[src/rtl/hrsp_pkg.sv]
package hrsp_pkg;

  localparam int unsigned OFFSET_WIDTH_DEFAULT = 16;
  localparam int unsigned QUEUE_DEPTH = 4;
  localparam int unsigned SPAN_OFF_W = 16;

  localparam logic [3:0] K_METHOD = 4'd0;
  localparam logic [3:0] K_URL    = 4'd1;
  localparam logic [3:0] K_QKEY   = 4'd2;
  localparam logic [3:0] K_QVAL   = 4'd3;
  localparam logic [3:0] K_PROTO  = 4'd4;
  localparam logic [3:0] K_VER    = 4'd5;
  localparam logic [3:0] K_HKEY   = 4'd6;
  localparam logic [3:0] K_HVAL   = 4'd7;
  localparam logic [3:0] K_BODY   = 4'd8;
  localparam logic [3:0] K_LERR   = 4'd9;
  localparam logic [3:0] K_HERR   = 4'd10;

  localparam logic [7:0] CH_SP    = 8'h20;
  localparam logic [7:0] CH_TAB   = 8'h09;
  localparam logic [7:0] CH_CR    = 8'h0D;
  localparam logic [7:0] CH_LF    = 8'h0A;
  localparam logic [7:0] CH_QUEST = 8'h3F;
  localparam logic [7:0] CH_EQ    = 8'h3D;
  localparam logic [7:0] CH_AMP   = 8'h26;
  localparam logic [7:0] CH_COLON = 8'h3A;
  localparam logic [7:0] CH_H     = 8'h48;
  localparam logic [7:0] CH_SLASH = 8'h2F;
  localparam logic [7:0] CH_A     = 8'h41;
  localparam logic [7:0] CH_Z     = 8'h5A;
  localparam logic [7:0] CH_0     = 8'h30;
  localparam logic [7:0] CH_9     = 8'h39;

  typedef enum logic [20:0] {
    PH_PRE       = 21'h000001,
    PH_METHOD    = 21'h000002,
    PH_PRE_URL   = 21'h000004,
    PH_URL       = 21'h000008,
    PH_QSTART    = 21'h000010,
    PH_QKEY      = 21'h000020,
    PH_QVAL0     = 21'h000040,
    PH_QVAL      = 21'h000080,
    PH_PRE_PROTO = 21'h000100,
    PH_PROTO     = 21'h000200,
    PH_VER0      = 21'h000400,
    PH_VER       = 21'h000800,
    PH_RL_LF     = 21'h001000,
    PH_H_START   = 21'h002000,
    PH_HKEY      = 21'h004000,
    PH_PRE_HVAL  = 21'h008000,
    PH_HVAL      = 21'h010000,
    PH_H_LF      = 21'h020000,
    PH_H_END_LF  = 21'h040000,
    PH_BODY      = 21'h080000,
    PH_DONE      = 21'h100000
  } phase_e;

  typedef struct packed {
    logic [3:0]            kind;
    logic [SPAN_OFF_W-1:0] span_begin;
    logic [SPAN_OFF_W-1:0] span_end;
    logic                  fin;
  } span_t;

  typedef struct packed {
    logic  two;
    span_t ev0;
    span_t ev1;
  } rec_t;

endpackage

[src/rtl/hrsp_in_if.sv]
interface hrsp_in_if;
  logic       valid;
  logic       ready;
  logic [7:0] data_byte;
  logic       final_byte;

  modport source (output valid, output data_byte, output final_byte, input ready);
  modport sink   (input valid, input data_byte, input final_byte, output ready);
endinterface

[src/rtl/hrsp_out_if.sv]
interface hrsp_out_if;
  logic        valid;
  logic        ready;
  logic [3:0]  span_kind;
  logic [15:0] span_begin;
  logic [15:0] span_end;
  logic        final_event;

  modport source (output valid, output span_kind, output span_begin, output span_end,
                  output final_event, input ready);
  modport sink   (input valid, input span_kind, input span_begin, input span_end,
                  input final_event, output ready);
endinterface

[src/rtl/hrsp_front.sv]
module hrsp_front #(
  parameter int unsigned OFFSET_WIDTH = hrsp_pkg::OFFSET_WIDTH_DEFAULT
) (
  input  logic          clk_i,
  input  logic          rst_ni,
  hrsp_in_if.sink       req_i,
  input  logic          push_ready_i,
  output logic          push_valid_o,
  output hrsp_pkg::rec_t push_rec_o
);
  import hrsp_pkg::*;

  localparam int unsigned OW = OFFSET_WIDTH;
  localparam logic [OW-1:0] OFF_MAX = {OW{1'b1}};
  localparam logic [OW-1:0] OFF_ONE = {{(OW-1){1'b0}}, 1'b1};

  phase_e        phase_q, phase_d;
  logic [OW-1:0] off_q, off_d;
  logic [OW-1:0] tok_q, tok_d;
  logic [OW-1:0] lnb_q, lnb_d;

  phase_e        ph_t;
  logic [OW-1:0] tok_t, lnb_t, off_n;
  logic          a_v, a_f, b_v, fail_t, sat, accept;
  logic [3:0]    a_k, b_k;
  logic [OW-1:0] a_b, a_e, b_b, b_e;
  logic          bl, crlf;
  logic [7:0]    c;
  logic [OW+SPAN_OFF_W-1:0] a_b_x, a_e_x, b_b_x, b_e_x;
  span_t         ev_a, ev_b;

  function automatic logic line_phase(phase_e p);
    logic r;
    case (p)
      PH_PRE, PH_METHOD, PH_PRE_URL, PH_URL, PH_QSTART, PH_QKEY, PH_QVAL0, PH_QVAL,
      PH_PRE_PROTO, PH_PROTO, PH_VER0, PH_VER, PH_RL_LF: r = 1'b1;
      default: r = 1'b0;
    endcase
    return r;
  endfunction

  assign c      = req_i.data_byte;
  assign bl     = (c == CH_SP) || (c == CH_TAB);
  assign crlf   = (c == CH_CR) || (c == CH_LF);
  assign sat    = (off_q == OFF_MAX);
  assign accept = req_i.valid && push_ready_i;
  assign req_i.ready = push_ready_i;

  always_comb begin
    ph_t   = phase_q;
    tok_t  = tok_q;
    lnb_t  = lnb_q;
    off_n  = off_q;
    a_v    = 1'b0;
    a_k    = K_METHOD;
    a_b    = tok_q;
    a_e    = off_q;
    a_f    = 1'b0;
    fail_t = 1'b0;
    if (sat) begin
      if (phase_q != PH_DONE) begin
        a_v  = 1'b1;
        a_k  = K_HERR;
        a_b  = off_q;
        a_f  = 1'b1;
        ph_t = PH_DONE;
      end
    end else begin
      off_n = off_q + OFF_ONE;
      case (phase_q)
        PH_PRE: begin
          if (!bl) begin
            if (c >= CH_A && c <= CH_Z) begin
              tok_t = off_q;
              ph_t  = PH_METHOD;
            end else begin
              fail_t = 1'b1;
            end
          end
        end
        PH_METHOD: begin
          if (bl) begin
            a_v  = 1'b1;
            a_k  = K_METHOD;
            ph_t = PH_PRE_URL;
          end
        end
        PH_PRE_URL: begin
          if (!bl) begin
            if (crlf) begin
              fail_t = 1'b1;
            end else if (c == CH_QUEST) begin
              a_v  = 1'b1;
              a_k  = K_URL;
              a_b  = off_q;
              ph_t = PH_QSTART;
            end else begin
              tok_t = off_q;
              ph_t  = PH_URL;
            end
          end
        end
        PH_URL: begin
          if (bl || c == CH_QUEST) begin
            a_v  = 1'b1;
            a_k  = K_URL;
            ph_t = bl ? PH_PRE_PROTO : PH_QSTART;
          end
        end
        PH_QSTART: begin
          if (crlf || c == CH_EQ) begin
            fail_t = 1'b1;
          end else if (bl) begin
            ph_t = PH_PRE_PROTO;
          end else begin
            tok_t = off_q;
            ph_t  = PH_QKEY;
          end
        end
        PH_QKEY: begin
          if (c == CH_EQ) begin
            a_v   = 1'b1;
            a_k   = K_QKEY;
            tok_t = off_q + OFF_ONE;
            ph_t  = PH_QVAL0;
          end
        end
        PH_QVAL0: begin
          if (bl || c == CH_AMP) fail_t = 1'b1;
          else ph_t = PH_QVAL;
        end
        PH_QVAL: begin
          if (bl || c == CH_AMP) begin
            a_v  = 1'b1;
            a_k  = K_QVAL;
            ph_t = bl ? PH_PRE_PROTO : PH_QSTART;
          end
        end
        PH_PRE_PROTO: begin
          if (!bl) begin
            if (c == CH_H) begin
              tok_t = off_q;
              ph_t  = PH_PROTO;
            end else begin
              fail_t = 1'b1;
            end
          end
        end
        PH_PROTO: begin
          if (c == CH_SLASH) begin
            a_v  = 1'b1;
            a_k  = K_PROTO;
            ph_t = PH_VER0;
          end
        end
        PH_VER0: begin
          if (c >= CH_0 && c <= CH_9) begin
            tok_t = off_q;
            ph_t  = PH_VER;
          end else begin
            fail_t = 1'b1;
          end
        end
        PH_VER: begin
          if (c == CH_CR) begin
            a_v  = 1'b1;
            a_k  = K_VER;
            ph_t = PH_RL_LF;
          end
        end
        PH_RL_LF: begin
          if (c == CH_LF) ph_t = PH_H_START;
          else fail_t = 1'b1;
        end
        PH_H_START: begin
          if (!bl) begin
            if (c == CH_CR) begin
              ph_t = PH_H_END_LF;
            end else if (c == CH_LF) begin
              fail_t = 1'b1;
            end else begin
              tok_t = off_q;
              lnb_t = off_q;
              ph_t  = PH_HKEY;
            end
          end
        end
        PH_HKEY: begin
          if (c == CH_COLON) begin
            a_v  = 1'b1;
            a_k  = K_HKEY;
            a_e  = lnb_q + OFF_ONE;
            ph_t = PH_PRE_HVAL;
          end else if (!bl) begin
            lnb_t = off_q;
          end
        end
        PH_PRE_HVAL: begin
          if (!bl) begin
            if (crlf) begin
              fail_t = 1'b1;
            end else begin
              tok_t = off_q;
              lnb_t = off_q;
              ph_t  = PH_HVAL;
            end
          end
        end
        PH_HVAL: begin
          if (c == CH_CR) begin
            a_v  = 1'b1;
            a_k  = K_HVAL;
            a_e  = lnb_q + OFF_ONE;
            ph_t = PH_H_LF;
          end else if (!bl) begin
            lnb_t = off_q;
          end
        end
        PH_H_LF: begin
          if (c == CH_LF) ph_t = PH_H_START;
          else fail_t = 1'b1;
        end
        PH_H_END_LF: begin
          if (c == CH_LF) begin
            tok_t = off_q + OFF_ONE;
            ph_t  = PH_BODY;
          end else begin
            fail_t = 1'b1;
          end
        end
        default: begin
        end
      endcase
      if (fail_t) begin
        a_v  = 1'b1;
        a_k  = line_phase(phase_q) ? K_LERR : K_HERR;
        a_b  = off_q;
        a_e  = off_q;
        a_f  = 1'b1;
        ph_t = PH_DONE;
      end
    end
  end

  always_comb begin
    b_v = 1'b0;
    b_k = K_BODY;
    b_b = off_n;
    b_e = off_n;
    if (req_i.final_byte) begin
      if (ph_t == PH_BODY) begin
        b_v = 1'b1;
        b_b = tok_t;
      end else if (ph_t != PH_DONE) begin
        b_v = 1'b1;
        b_k = line_phase(ph_t) ? K_LERR : K_HERR;
      end
    end
  end

  assign a_b_x = {{SPAN_OFF_W{1'b0}}, a_b};
  assign a_e_x = {{SPAN_OFF_W{1'b0}}, a_e};
  assign b_b_x = {{SPAN_OFF_W{1'b0}}, b_b};
  assign b_e_x = {{SPAN_OFF_W{1'b0}}, b_e};

  assign ev_a = '{kind: a_k, span_begin: a_b_x[SPAN_OFF_W-1:0],
                  span_end: a_e_x[SPAN_OFF_W-1:0], fin: a_f};
  assign ev_b = '{kind: b_k, span_begin: b_b_x[SPAN_OFF_W-1:0],
                  span_end: b_e_x[SPAN_OFF_W-1:0], fin: 1'b1};

  assign push_valid_o   = accept && (a_v || b_v);
  assign push_rec_o.two = a_v && b_v;
  assign push_rec_o.ev0 = a_v ? ev_a : ev_b;
  assign push_rec_o.ev1 = ev_b;

  always_comb begin
    phase_d = phase_q;
    off_d   = off_q;
    tok_d   = tok_q;
    lnb_d   = lnb_q;
    if (accept) begin
      if (req_i.final_byte) begin
        phase_d = PH_PRE;
        off_d   = '0;
        tok_d   = '0;
        lnb_d   = '0;
      end else begin
        phase_d = ph_t;
        off_d   = off_n;
        tok_d   = tok_t;
        lnb_d   = lnb_t;
      end
    end
  end

  always_ff @(posedge clk_i or negedge rst_ni) begin
    if (!rst_ni) begin
      phase_q <= PH_PRE;
      off_q   <= '0;
      tok_q   <= '0;
      lnb_q   <= '0;
    end else begin
      phase_q <= phase_d;
      off_q   <= off_d;
      tok_q   <= tok_d;
      lnb_q   <= lnb_d;
    end
  end

endmodule

[src/rtl/hrsp_queue.sv]
module hrsp_queue (
  input  logic           clk_i,
  input  logic           rst_ni,
  input  logic           push_valid_i,
  input  hrsp_pkg::rec_t push_rec_i,
  output logic           push_ready_o,
  output logic           pop_valid_o,
  output hrsp_pkg::rec_t pop_rec_o,
  input  logic           pop_ready_i
);
  import hrsp_pkg::*;

  localparam int unsigned PTR_W = $clog2(QUEUE_DEPTH);
  localparam int unsigned CNT_W = $clog2(QUEUE_DEPTH + 1);
  localparam logic [CNT_W-1:0] CNT_FULL = CNT_W'(QUEUE_DEPTH);
  localparam logic [CNT_W-1:0] CNT_ONE  = CNT_W'(1);
  localparam logic [PTR_W-1:0] PTR_ONE  = PTR_W'(1);

  rec_t             mem_q [QUEUE_DEPTH];
  logic [PTR_W-1:0] wr_q, wr_d, rd_q, rd_d;
  logic [CNT_W-1:0] cnt_q, cnt_d;
  logic             do_push, do_pop;

  assign push_ready_o = (cnt_q != CNT_FULL);
  assign pop_valid_o  = (cnt_q != '0);
  assign pop_rec_o    = mem_q[rd_q];
  assign do_push      = push_valid_i && push_ready_o;
  assign do_pop       = pop_valid_o && pop_ready_i;

  always_comb begin
    wr_d  = do_push ? wr_q + PTR_ONE : wr_q;
    rd_d  = do_pop ? rd_q + PTR_ONE : rd_q;
    cnt_d = cnt_q;
    if (do_push && !do_pop) cnt_d = cnt_q + CNT_ONE;
    else if (do_pop && !do_push) cnt_d = cnt_q - CNT_ONE;
  end

  always_ff @(posedge clk_i) begin
    if (do_push) mem_q[wr_q] <= push_rec_i;
  end

  always_ff @(posedge clk_i or negedge rst_ni) begin
    if (!rst_ni) begin
      wr_q  <= '0;
      rd_q  <= '0;
      cnt_q <= '0;
    end else begin
      wr_q  <= wr_d;
      rd_q  <= rd_d;
      cnt_q <= cnt_d;
    end
  end

endmodule

[src/rtl/hrsp_back.sv]
module hrsp_back (
  input  logic           clk_i,
  input  logic           rst_ni,
  input  logic           pop_valid_i,
  input  hrsp_pkg::rec_t pop_rec_i,
  output logic           pop_ready_o,
  hrsp_out_if.source     evt_o
);
  import hrsp_pkg::*;

  logic  out_v_q, out_v_d;
  span_t out_q, out_d;
  logic  sec_v_q, sec_v_d;
  span_t sec_q, sec_d;
  logic  slot_free;

  assign slot_free   = !out_v_q || evt_o.ready;
  assign pop_ready_o = slot_free && !sec_v_q;

  always_comb begin
    out_v_d = out_v_q;
    out_d   = out_q;
    sec_v_d = sec_v_q;
    sec_d   = sec_q;
    if (slot_free) begin
      if (sec_v_q) begin
        out_v_d = 1'b1;
        out_d   = sec_q;
        sec_v_d = 1'b0;
      end else if (pop_valid_i) begin
        out_v_d = 1'b1;
        out_d   = pop_rec_i.ev0;
        sec_v_d = pop_rec_i.two;
        sec_d   = pop_rec_i.ev1;
      end else begin
        out_v_d = 1'b0;
      end
    end
  end

  always_ff @(posedge clk_i) begin
    out_q <= out_d;
    sec_q <= sec_d;
  end

  always_ff @(posedge clk_i or negedge rst_ni) begin
    if (!rst_ni) begin
      out_v_q <= 1'b0;
      sec_v_q <= 1'b0;
    end else begin
      out_v_q <= out_v_d;
      sec_v_q <= sec_v_d;
    end
  end

  assign evt_o.valid       = out_v_q;
  assign evt_o.span_kind   = out_q.kind;
  assign evt_o.span_begin  = out_q.span_begin;
  assign evt_o.span_end    = out_q.span_end;
  assign evt_o.final_event = out_q.fin;

endmodule

[src/rtl/http_request_span_parser.sv]
// Each span is written into the queue, then into the output register that drives evt_o.
// Throughput: one byte per cycle on req_i while the queue has room; one span per cycle
// on evt_o while ready; the two spans of one byte share one of the four queue entries.
// Reset: parse phase, offsets, queue pointers and output valid clear asynchronously;
// the parser starts a new request after reset and after every final byte.
module http_request_span_parser #(
  parameter int unsigned OFFSET_WIDTH = hrsp_pkg::OFFSET_WIDTH_DEFAULT
) (
  input  logic       clk_i,
  input  logic       rst_ni,
  hrsp_in_if.sink    req_i,
  hrsp_out_if.source evt_o
);
  import hrsp_pkg::*;

  logic push_valid, push_ready, pop_valid, pop_ready;
  rec_t push_rec, pop_rec;

  hrsp_front #(
    .OFFSET_WIDTH(OFFSET_WIDTH)
  ) u_front (
    .clk_i        (clk_i),
    .rst_ni       (rst_ni),
    .req_i        (req_i),
    .push_ready_i (push_ready),
    .push_valid_o (push_valid),
    .push_rec_o   (push_rec)
  );

  hrsp_queue u_queue (
    .clk_i        (clk_i),
    .rst_ni       (rst_ni),
    .push_valid_i (push_valid),
    .push_rec_i   (push_rec),
    .push_ready_o (push_ready),
    .pop_valid_o  (pop_valid),
    .pop_rec_o    (pop_rec),
    .pop_ready_i  (pop_ready)
  );

  hrsp_back u_back (
    .clk_i       (clk_i),
    .rst_ni      (rst_ni),
    .pop_valid_i (pop_valid),
    .pop_rec_i   (pop_rec),
    .pop_ready_o (pop_ready),
    .evt_o       (evt_o)
  );

endmodule

[src/flat_wrapper.sv]
// flat-port wrapper written by rule: the top's interface ports become plain ports
module http_request_span_parser_flat import hrsp_pkg::*;
#(
  parameter int unsigned OFFSET_WIDTH = hrsp_pkg::OFFSET_WIDTH_DEFAULT
)
  (clk_i, rst_ni, req_i_valid, req_i_data_byte, req_i_final_byte, req_i_ready, evt_o_valid, evt_o_span_kind, evt_o_span_begin, evt_o_span_end, evt_o_final_event, evt_o_ready);
  hrsp_in_if req_i_i ();
  hrsp_out_if evt_o_i ();
  input  logic clk_i;
  input  logic rst_ni;
  input wire logic [$bits(req_i_i.valid)-1:0] req_i_valid;
  input wire logic [$bits(req_i_i.data_byte)-1:0] req_i_data_byte;
  input wire logic [$bits(req_i_i.final_byte)-1:0] req_i_final_byte;
  output wire logic [$bits(req_i_i.ready)-1:0] req_i_ready;
  output wire logic [$bits(evt_o_i.valid)-1:0] evt_o_valid;
  output wire logic [$bits(evt_o_i.span_kind)-1:0] evt_o_span_kind;
  output wire logic [$bits(evt_o_i.span_begin)-1:0] evt_o_span_begin;
  output wire logic [$bits(evt_o_i.span_end)-1:0] evt_o_span_end;
  output wire logic [$bits(evt_o_i.final_event)-1:0] evt_o_final_event;
  input wire logic [$bits(evt_o_i.ready)-1:0] evt_o_ready;
  assign req_i_i.valid = req_i_valid;
  assign req_i_i.data_byte = req_i_data_byte;
  assign req_i_i.final_byte = req_i_final_byte;
  assign req_i_ready = req_i_i.ready;
  assign evt_o_valid = evt_o_i.valid;
  assign evt_o_span_kind = evt_o_i.span_kind;
  assign evt_o_span_begin = evt_o_i.span_begin;
  assign evt_o_span_end = evt_o_i.span_end;
  assign evt_o_final_event = evt_o_i.final_event;
  assign evt_o_i.ready = evt_o_ready;
  http_request_span_parser #(.OFFSET_WIDTH(OFFSET_WIDTH)) u_core (.clk_i(clk_i), .rst_ni(rst_ni), .req_i(req_i_i), .evt_o(evt_o_i));
endmodule
[config.mk]
export PLATFORM = sky130hd
export DESIGN_NAME = http_request_span_parser_flat
export DESIGN_NICKNAME = d
export VERILOG_FILES = /design/src/rtl/hrsp_pkg.sv /design/src/rtl/hrsp_in_if.sv /design/src/rtl/hrsp_out_if.sv /design/src/rtl/hrsp_front.sv /design/src/rtl/hrsp_queue.sv /design/src/rtl/hrsp_back.sv /design/src/rtl/http_request_span_parser.sv /design/src/flat_wrapper.sv
export SDC_FILE = /design/constraint.sdc
export NUM_CORES = 1
export LEC_CHECK = 0
export ABC_AREA = 1
export BUFFER_PORTS_ARGS = -buffer_cell sky130_fd_sc_hd__buf_2
export CAP_MARGIN = 20
export CORE_MARGIN = 2
export CORE_UTILIZATION = 35
export CTS_CLUSTER_SIZE = 25
export DETAILED_ROUTE_END_ITERATION = 10
export PLACE_DENSITY = 0.52
export SLEW_MARGIN = 15
export SYNTH_ARGS = -nofsm -noshare
export SYNTH_HDL_FRONTEND = slang
export SYNTH_SLANG_ARGS = --single-unit
[constraint.sdc]
create_clock -name clk_i -period 5.6 [get_ports clk_i]
set_input_delay 0.84 -clock clk_i [delete_from_list [all_inputs] [get_ports clk_i]]
set_output_delay 0.84 -clock clk_i [all_outputs]
set_load 0.005 [all_outputs]
Yosys cells after proc, flatten, opt, wreduce, memory -nomap -nowiden
Memory sizes are Yosys's and may differ from the RTL's.
Cells that the tools add are included.
- add/sub/neg operators: 6
- multipliers: 0
- divide/modulo/power cells: 0
- order comparisons: 4
- equality and inequality tests: 55
- shifts and indexed selects: 0
- multiplexer cells: 149
- bitwise operators: 1
- reductions and logical operators: 34
- operators with widths (operator ; count):
    $mux 16 ; 44
    $mux 21 ; 28
    $pmux 21 s18 ; 1
    $pmux 16 s9 ; 1
    $mux 37 ; 3
    $pmux 16 s4 ; 1
    $eq 8x6->1 const B ; 6
    $mux 1 ; 48
    $eq 21x1->1 const B ; 2
    $eq 21x10->1 const B ; 2
    $eq 21x11->1 const B ; 2
    $eq 21x12->1 const B ; 2
    $eq 21x13->1 const B ; 2
    $eq 21x2->1 const B ; 2
    $eq 21x3->1 const B ; 2
    $eq 21x4->1 const B ; 2
    $eq 21x5->1 const B ; 2
    $eq 21x6->1 const B ; 2
    $eq 21x7->1 const B ; 2
    $eq 21x8->1 const B ; 2
    $eq 21x9->1 const B ; 2
    $ne 21x21->1 const B ; 2
    $add 16x1->16 const B ; 2
    $pmux 16 s2 ; 1
    other kinds (39) ; 86
- register bits after elaboration: 152
- latch bits: 0
- memory bits (writable): 288
- memory bits (read-only): 0
- bits of input ports: 13
- output and inout port bits: 39
- memories: 1
- memories (memory ; depth ; width ; read ports ; clocked after memory_dff ; wr ports ; line ; RTL):
    u_core.u_queue.mem_q ; 4 ; 72 ; 1 ; 0 ; 1 ; hrsp_queue.sv:19 ; rec_t mem_q [QUEUE_DEPTH];

Depth between registers and ports, before layout
- depth in word-level cells: 19
- mapped depth: 29
- depth with buffers taken out: 29

Hierarchy
Synthesis repeated with hierarchy kept, for this count alone.
- cells, all modules: 2445
- area total of the unflattened synthesis: 23182.2 µm²
- by module, submodules not included (module ; times used ; cells each ; area an instance (µm²) ; sequential area each (µm²)):
    hrsp_queue ; 1 ; 935 ; 12448.2 ; 9183.8
    hrsp_front ; 1 ; 1299 ; 7920.1 ; 1727.9
    hrsp_back ; 1 ; 211 ; 2813.9 ; 2272.2

Least setup slack after synthesis
OpenSTA, ideal clock, no wires.
- path kind: input-to-reg
- start: input req_i_data_byte[6]
- end: memory u_core.u_queue.mem_q[0][0] in the netlist's numbering (enable)
- data arrival time: 5.757 ns
- required time: 5.099 ns
- setup slack: -0.658 ns
- cell stages on the path: 19
- path buffers: 0
- cell sequence: nor2_1 -> nand2_1 -> nor2_1 -> nand2_1 -> nand3_1 -> o21ai_0 -> nor2_2 -> nand3_2 -> nor2_4 -> nand3_1 -> nand2_1 -> inv_2 -> nand2_1 -> nor2_4 -> nand3_1 -> nand2_1 -> nand2_1 -> nand2_1 -> nor2_1
- cells in the longest elaborated chain, start to end: 17
- RTL lines (item ; line ; RTL):
    from (decl) ; flat_wrapper.sv:12 ; input wire logic [$bits(req_i_i.data_byte)-1:0] req_i_data_byte;
    $ge 8x7->1, or another cell as far along ; hrsp_front.sv:73 ; if (c >= CH_A && c <= CH_Z) begin
    $logic_and 1x1->1, or another cell as far along ; hrsp_front.sv:73 ;
    $mux 1, or another cell as far along ; hrsp_front.sv:73 ;
    $mux 1 (on tied branches) ; -- ;
    $pmux 1 s8 ; hrsp_front.sv:70 ; case (phase_q)
    $mux 1 ; hrsp_front.sv:60 ; if (sat) begin
    $mux 21 ; hrsp_front.sv:234 ; if (fail_t) begin
    $mux 21 ; hrsp_front.sv:60 ;
    $ne 21x21->1 ; hrsp_front.sv:254 ; end else if (ph_t != PH_DONE) begin
    $mux 1 ; hrsp_front.sv:254 ;
    $mux 1 ; hrsp_front.sv:251 ; if (ph_t == PH_BODY) begin
    $mux 1 ; hrsp_front.sv:250 ; if (req_i.final_byte) begin
    $logic_or 1x1->1 (*) ; hrsp_front.sv:271 ; assign push_valid_o = accept && (a_v || b_v);
    $logic_and 1x1->1 (*) ; hrsp_front.sv:271 ;
    $logic_and 1x1->1 (*) ; hrsp_queue.sv:27 ; assign do_push = push_valid_i && push_ready_o;
    $mux 1 (*) ; hrsp_queue.sv:39 ; if (do_push) mem_q[wr_q] <= push_rec_i;
    $mux 1 (implied by the code) (*) ; hrsp_queue.sv:39 ;
    to (decl) ; hrsp_queue.sv:19 ;
Every way passes the cells marked *; elsewhere a longest branch is shown, timed or not. The select of a mux whose other input is x is not followed.

Worst setup path in the final report
- start: register u_core.u_front.phase_q[20]
- end: memory u_core.u_queue.mem_q[2][45] in the netlist's numbering (enable)
- cells in the longest elaborated chain, start to end: 15
- RTL lines (item ; line ; RTL):
    from (decl) ; hrsp_front.sv:17 ; phase_e phase_q, phase_d;
    from (signal assigned) ; hrsp_front.sv:303 ; phase_q <= phase_d;
    $eq 21x13->1, or another cell as far along ; hrsp_front.sv:70 ;
    $reduce_or 3->1 (no line), or another cell as far along ; -- ;
    $pmux 1 s8 / $mux 21 (equally long branches) ; hrsp_front.sv:70, hrsp_front.sv:176 ;
    $mux 1 / $pmux 21 s18 (equally long branches) ; hrsp_front.sv:60, hrsp_front.sv:70 ;
    $mux 21 ; hrsp_front.sv:234 ;
    $mux 21 ; hrsp_front.sv:60 ;
    $ne 21x21->1 ; hrsp_front.sv:254 ;
    $mux 1 ; hrsp_front.sv:254 ;
    $mux 1 ; hrsp_front.sv:251 ;
    $mux 1 ; hrsp_front.sv:250 ;
    $logic_or 1x1->1 (*) ; hrsp_front.sv:271 ;
    $logic_and 1x1->1 (*) ; hrsp_front.sv:271 ;
    $logic_and 1x1->1 (*) ; hrsp_queue.sv:27 ;
    $mux 1 (*) ; hrsp_queue.sv:39 ;
    $mux 1 (implied by the code) (*) ; hrsp_queue.sv:39 ;
Marks and branches as above.

==> flow_summary.yaml <==
drt:
  drc_errors: 0
  drt-vias-per-instance: 5.40
  drtIter0Drc: 1325
  vias: 16700
  detail_route.wl_per_cell_um: 21.7
  drt_pass1_iterations: 6
  drtAntennaViolNets: 0
  wl_um: 67000
clock_tree:
  cts-resized-gates: 0
  cts.htree.levels: 2
  ctsRootBufferMaster: "clkbuf_16"
  postCtsHoldBufs: 0
  postCtsSetupRepairBufs: 0
  cts_sinks: 432
  clkSlewWorstSetupHoldPaths_ns: 0.07
  cts_tree: "done"
  cts_buffer_depth: 3
  cts_buffers: 47
  clk_latency_ns: 0.60
finish:
  area_growth_pct: 12.9
  final_nets: 2294
  num_antenna_cells: 0
  fillers: 5913
  layout-drive-gt1-share_pct: 11.5
sta:
  slew_headroom_pct: 35.3
  period_share_pct: 88.6
  holdWs_ns: 0.358
  worst_slew_pin_slew_ns: 0.970
  maxSlewViolCount: 0
  fmax_mhz: 201
  grt_setup_unrepaired: "false"
  setup_viol: 0
  clock_skew_ns: 0.0248
  tns_ns: 0
  hold_viol: 0
  min_period_ns: 4.96
power_and_ir_drop:
  vdd_drop_max_uv: 488
  power.total_w: 0.0140
  power_density_nw_per_um2: 582
  seqPwrFrac_pct: 34.9
  power.switching_w: 0.00602
  p_clk_share_pct: 21.8
  leakagePower_nw: 9.49
  sw_frac_of_total_pct: 42.9
  p_comb_share_pct: 43.3
  power.internal_w: 0.00803
synth:
  syn_area_um2: 21400
  synth_flop_cell: "edfxtp_1"
  yosys_register_bits: 432
  synth_edf_count: 354
  yosys_warnings: 0
  syn_area_per_cell_um2: 9.60
  ys_types: 58
  synthesis.instances: 2225
  yosysSeqAreaShare_pct: 58.9
  syn-num-nets: 2246
  ys_async_sr_fraction_pct: 18.1
placement:
  gp_congestion: 0.952
  port_buffers: 51
  dp_hpwl_um: 45900
die:
  initial_utilization_pct: 35.4
  io_pins: 52
  die_area_um2: 63000
  die_x_um: 251
  die_h_um: 251
  rows: 90
  core_area_um2: 60400
worst_hold_path:
  worst_hold_path_type: "input pin to async pin"
worst_setup_path:
  rrSetupSlack_ns: 0.64
  crit_type: "flop to flop"
  crit_path_max_fanout: 17
  worstSetupEndpointType: "flop"
  worstPathRequired_ns: 5.90
  critical_path.startpoint_type: "flop"
  arrival_ns: 5.26
global_route:
  grt_pass1_wl_um: 102000
  antenna_found_initial: 1
  grt_pass1_vias: 16300
  grt_max_degree: 91
  overflow: 0
  track_usage_pct: 21.2
job:
  max-cap-violations: 0
run_status:
  status: "finished clean"
[Yosys cell counts (3+ instances only)]
master    instances  area (um^2)
nor2_2           13         81.3
ha_1              7         87.6
buf_2             5         25.0
and2_1           17          106
nand4_1          37          231
buf_1             6         22.5
dfrtp_1          77         1930
a22oi_1          15          113
o211ai_1          9         67.6
buf_4             4         30.0
edfxtp_1        354        10600
nand3_2          16          160
nand2_2          20          125
nor3_1           33          165
xor2_1           19          166
clkbuf_1         72          270
nor2_8            3         60.1
o21ai_0         192          961
nand2_1         261          980
o21ai_1           5         25.0
o22ai_1         131          820
inv_1           220          826
a21oi_1          42          210
nand3_1         120          601
a211oi_1          7         52.6
nor2_4           12          135
buf_6             6         67.6
inv_2            12         45.0
nor3_4            3         48.8
nor2_1          420         1580
a31oi_1          39          244
a221oi_1          4         35.0
o221ai_1          4         35.0
nand2_4           6         67.6
clkinv_1          3         11.3
[cell type report]
cell class | instances | area (um^2) | share of cell area (%)
timing repair buffer | 94 | 668 | 2.77
inverter | 235 | 886 | 3.67
clock inverter | 23 | 239 | 0.991
multi-input combinational | 1463 | 7480 | 31.0
sequential | 432 | 12600 | 52.2
tap | 782 | 978 | 4.06
clock buffer | 64 | 1280 | 5.31
[routing by layer]
metal  track usage, %  vias to the layer above  share of wire (%)
li1                 -                     7886                  -
met1             27.6                     8256                 43
met2             37.0                      443                 50
met3             2.51                      101                4.5
met4             6.60                        2                2.7
met5                0                        -              0.024
[power by group through the flow]
| stage | logic [W] | clock network, W | registers (W) |
|---|---|---|---|
| after CTS | 0.00611 | 0.00313 | 0.00490 |
| after global routing | 0.00669 | 0.00325 | 0.00497 |
| final | 0.00608 | 0.00306 | 0.00490 |
| after global placement | 0.00607 | 0 | 0.00496 |
| after floorplan | 0.00405 | 0 | 0.00491 |
| after detailed placement | 0.00610 | 0 | 0.00496 |
[through the flow]
stage	util, %	area (um^2)	instances	setup WS [ns]
2_1_floorplan	-	21400	2225	-0.658
3_3_place_gp	37.5	22600	3006	0.540
3_5_place_dp	37.5	22600	3006	0.485
4_1_cts	40.0	24100	3093	0.680
5_1_grt	40.0	24100	3093	0.359
6_report	40.0	24100	3093	0.637
[kinds of logic (layout without fill, tap and decap cells)]
kind of cell	after synthesis	after routing	synth area share (%)
simple gates	972	972	20.9
compound gates	460	460	12.5
flops	432	432	58.9
buf+inv	330	416	6.21
xor+xnor	21	21	0.861
fa+ha+maj	8	8	0.504
mux	2	2	0.0996
[registers in the layout, summed over array words and instances (netlist names)]
| signal | flops |
|---|---|
| u_core.u_back.evt_o.span_kind | 4 |
| u_core.u_front.tok_q | 16 |
| u_core.u_front.phase_q | 21 |
| u_core.u_front.off_q | 16 |
| u_core.u_queue.mem_q | 284 |
| u_core.u_back.evt_o.span_end | 16 |
| u_core.u_queue.cnt_q | 3 |
| u_core.u_back.evt_o.valid | 1 |
| u_core.u_queue.wr_q | 2 |
| u_core.u_front.lnb_q | 16 |
| u_core.u_queue.rd_q | 2 |
| u_core.u_back.evt_o.span_begin | 16 |
| u_core.u_back.sec_v_q | 1 |
| u_core.u_back.sec_q | 34 |
[worst paths after layout]
| kind | cells past startpoint | endpoint | startpoint |
|---|---|---|---|
| min in group clk_i | 1 | u_core.u_queue.cnt_q[2] | u_core.u_queue.cnt_q[2] |
| max reg2reg | 20 | u_core.u_queue.mem_q[2][45] | u_core.u_front.phase_q[20] |
| max | 20 | u_core.u_queue.mem_q[2][45] | u_core.u_front.phase_q[20] |
| min reg2reg | 1 | u_core.u_queue.cnt_q[2] | u_core.u_queue.cnt_q[2] |
| max in group asynchronous | 2 | u_core.u_front.phase_q[0] | rst_ni |
| min | 1 | u_core.u_front.phase_q[10] | rst_ni |
[cell usage in the layout, fill, tap and decap left out, drive strengths merged, types with 3 or more instances in the layout]
master,count
a211oi,7
a21oi,42
a221oi,4
a22oi,15
a31oi,39
and2,17
buf,94
bufinv,3
clkbuf,64
clkinv,21
clkinvlp,3
dfrtp,77
edfxtp,354
ha,7
inv,231
nand2,287
nand3,138
nand4,40
nor2,448
nor3,37
o211ai,9
o21ai,198
o221ai,4
o22ai,131
xor2,19
[worst max-delay path, stage by stage, from the launching register on]
cell	delay [ns]
dfrtp_1	0.58
inv_2	0.12
nand3_2	0.41
nor2_1	0.15
o21ai_2	0.29
nand2_1	0.15
nor2_4	0.42
nand3_4	0.30
nand2_1	0.12
nand3_1	0.18
nand2_1	0.19
inv_2	0.04
nand2_2	0.10
nor2_4	0.06
nand3_1	0.08
nand2_1	0.12
nand2_1	0.09
nand2_1	0.10
buf_4	0.24
nor2_4	0.59
buf_4	0.29
No activity file was read; power rests on OpenSTA's default activity.
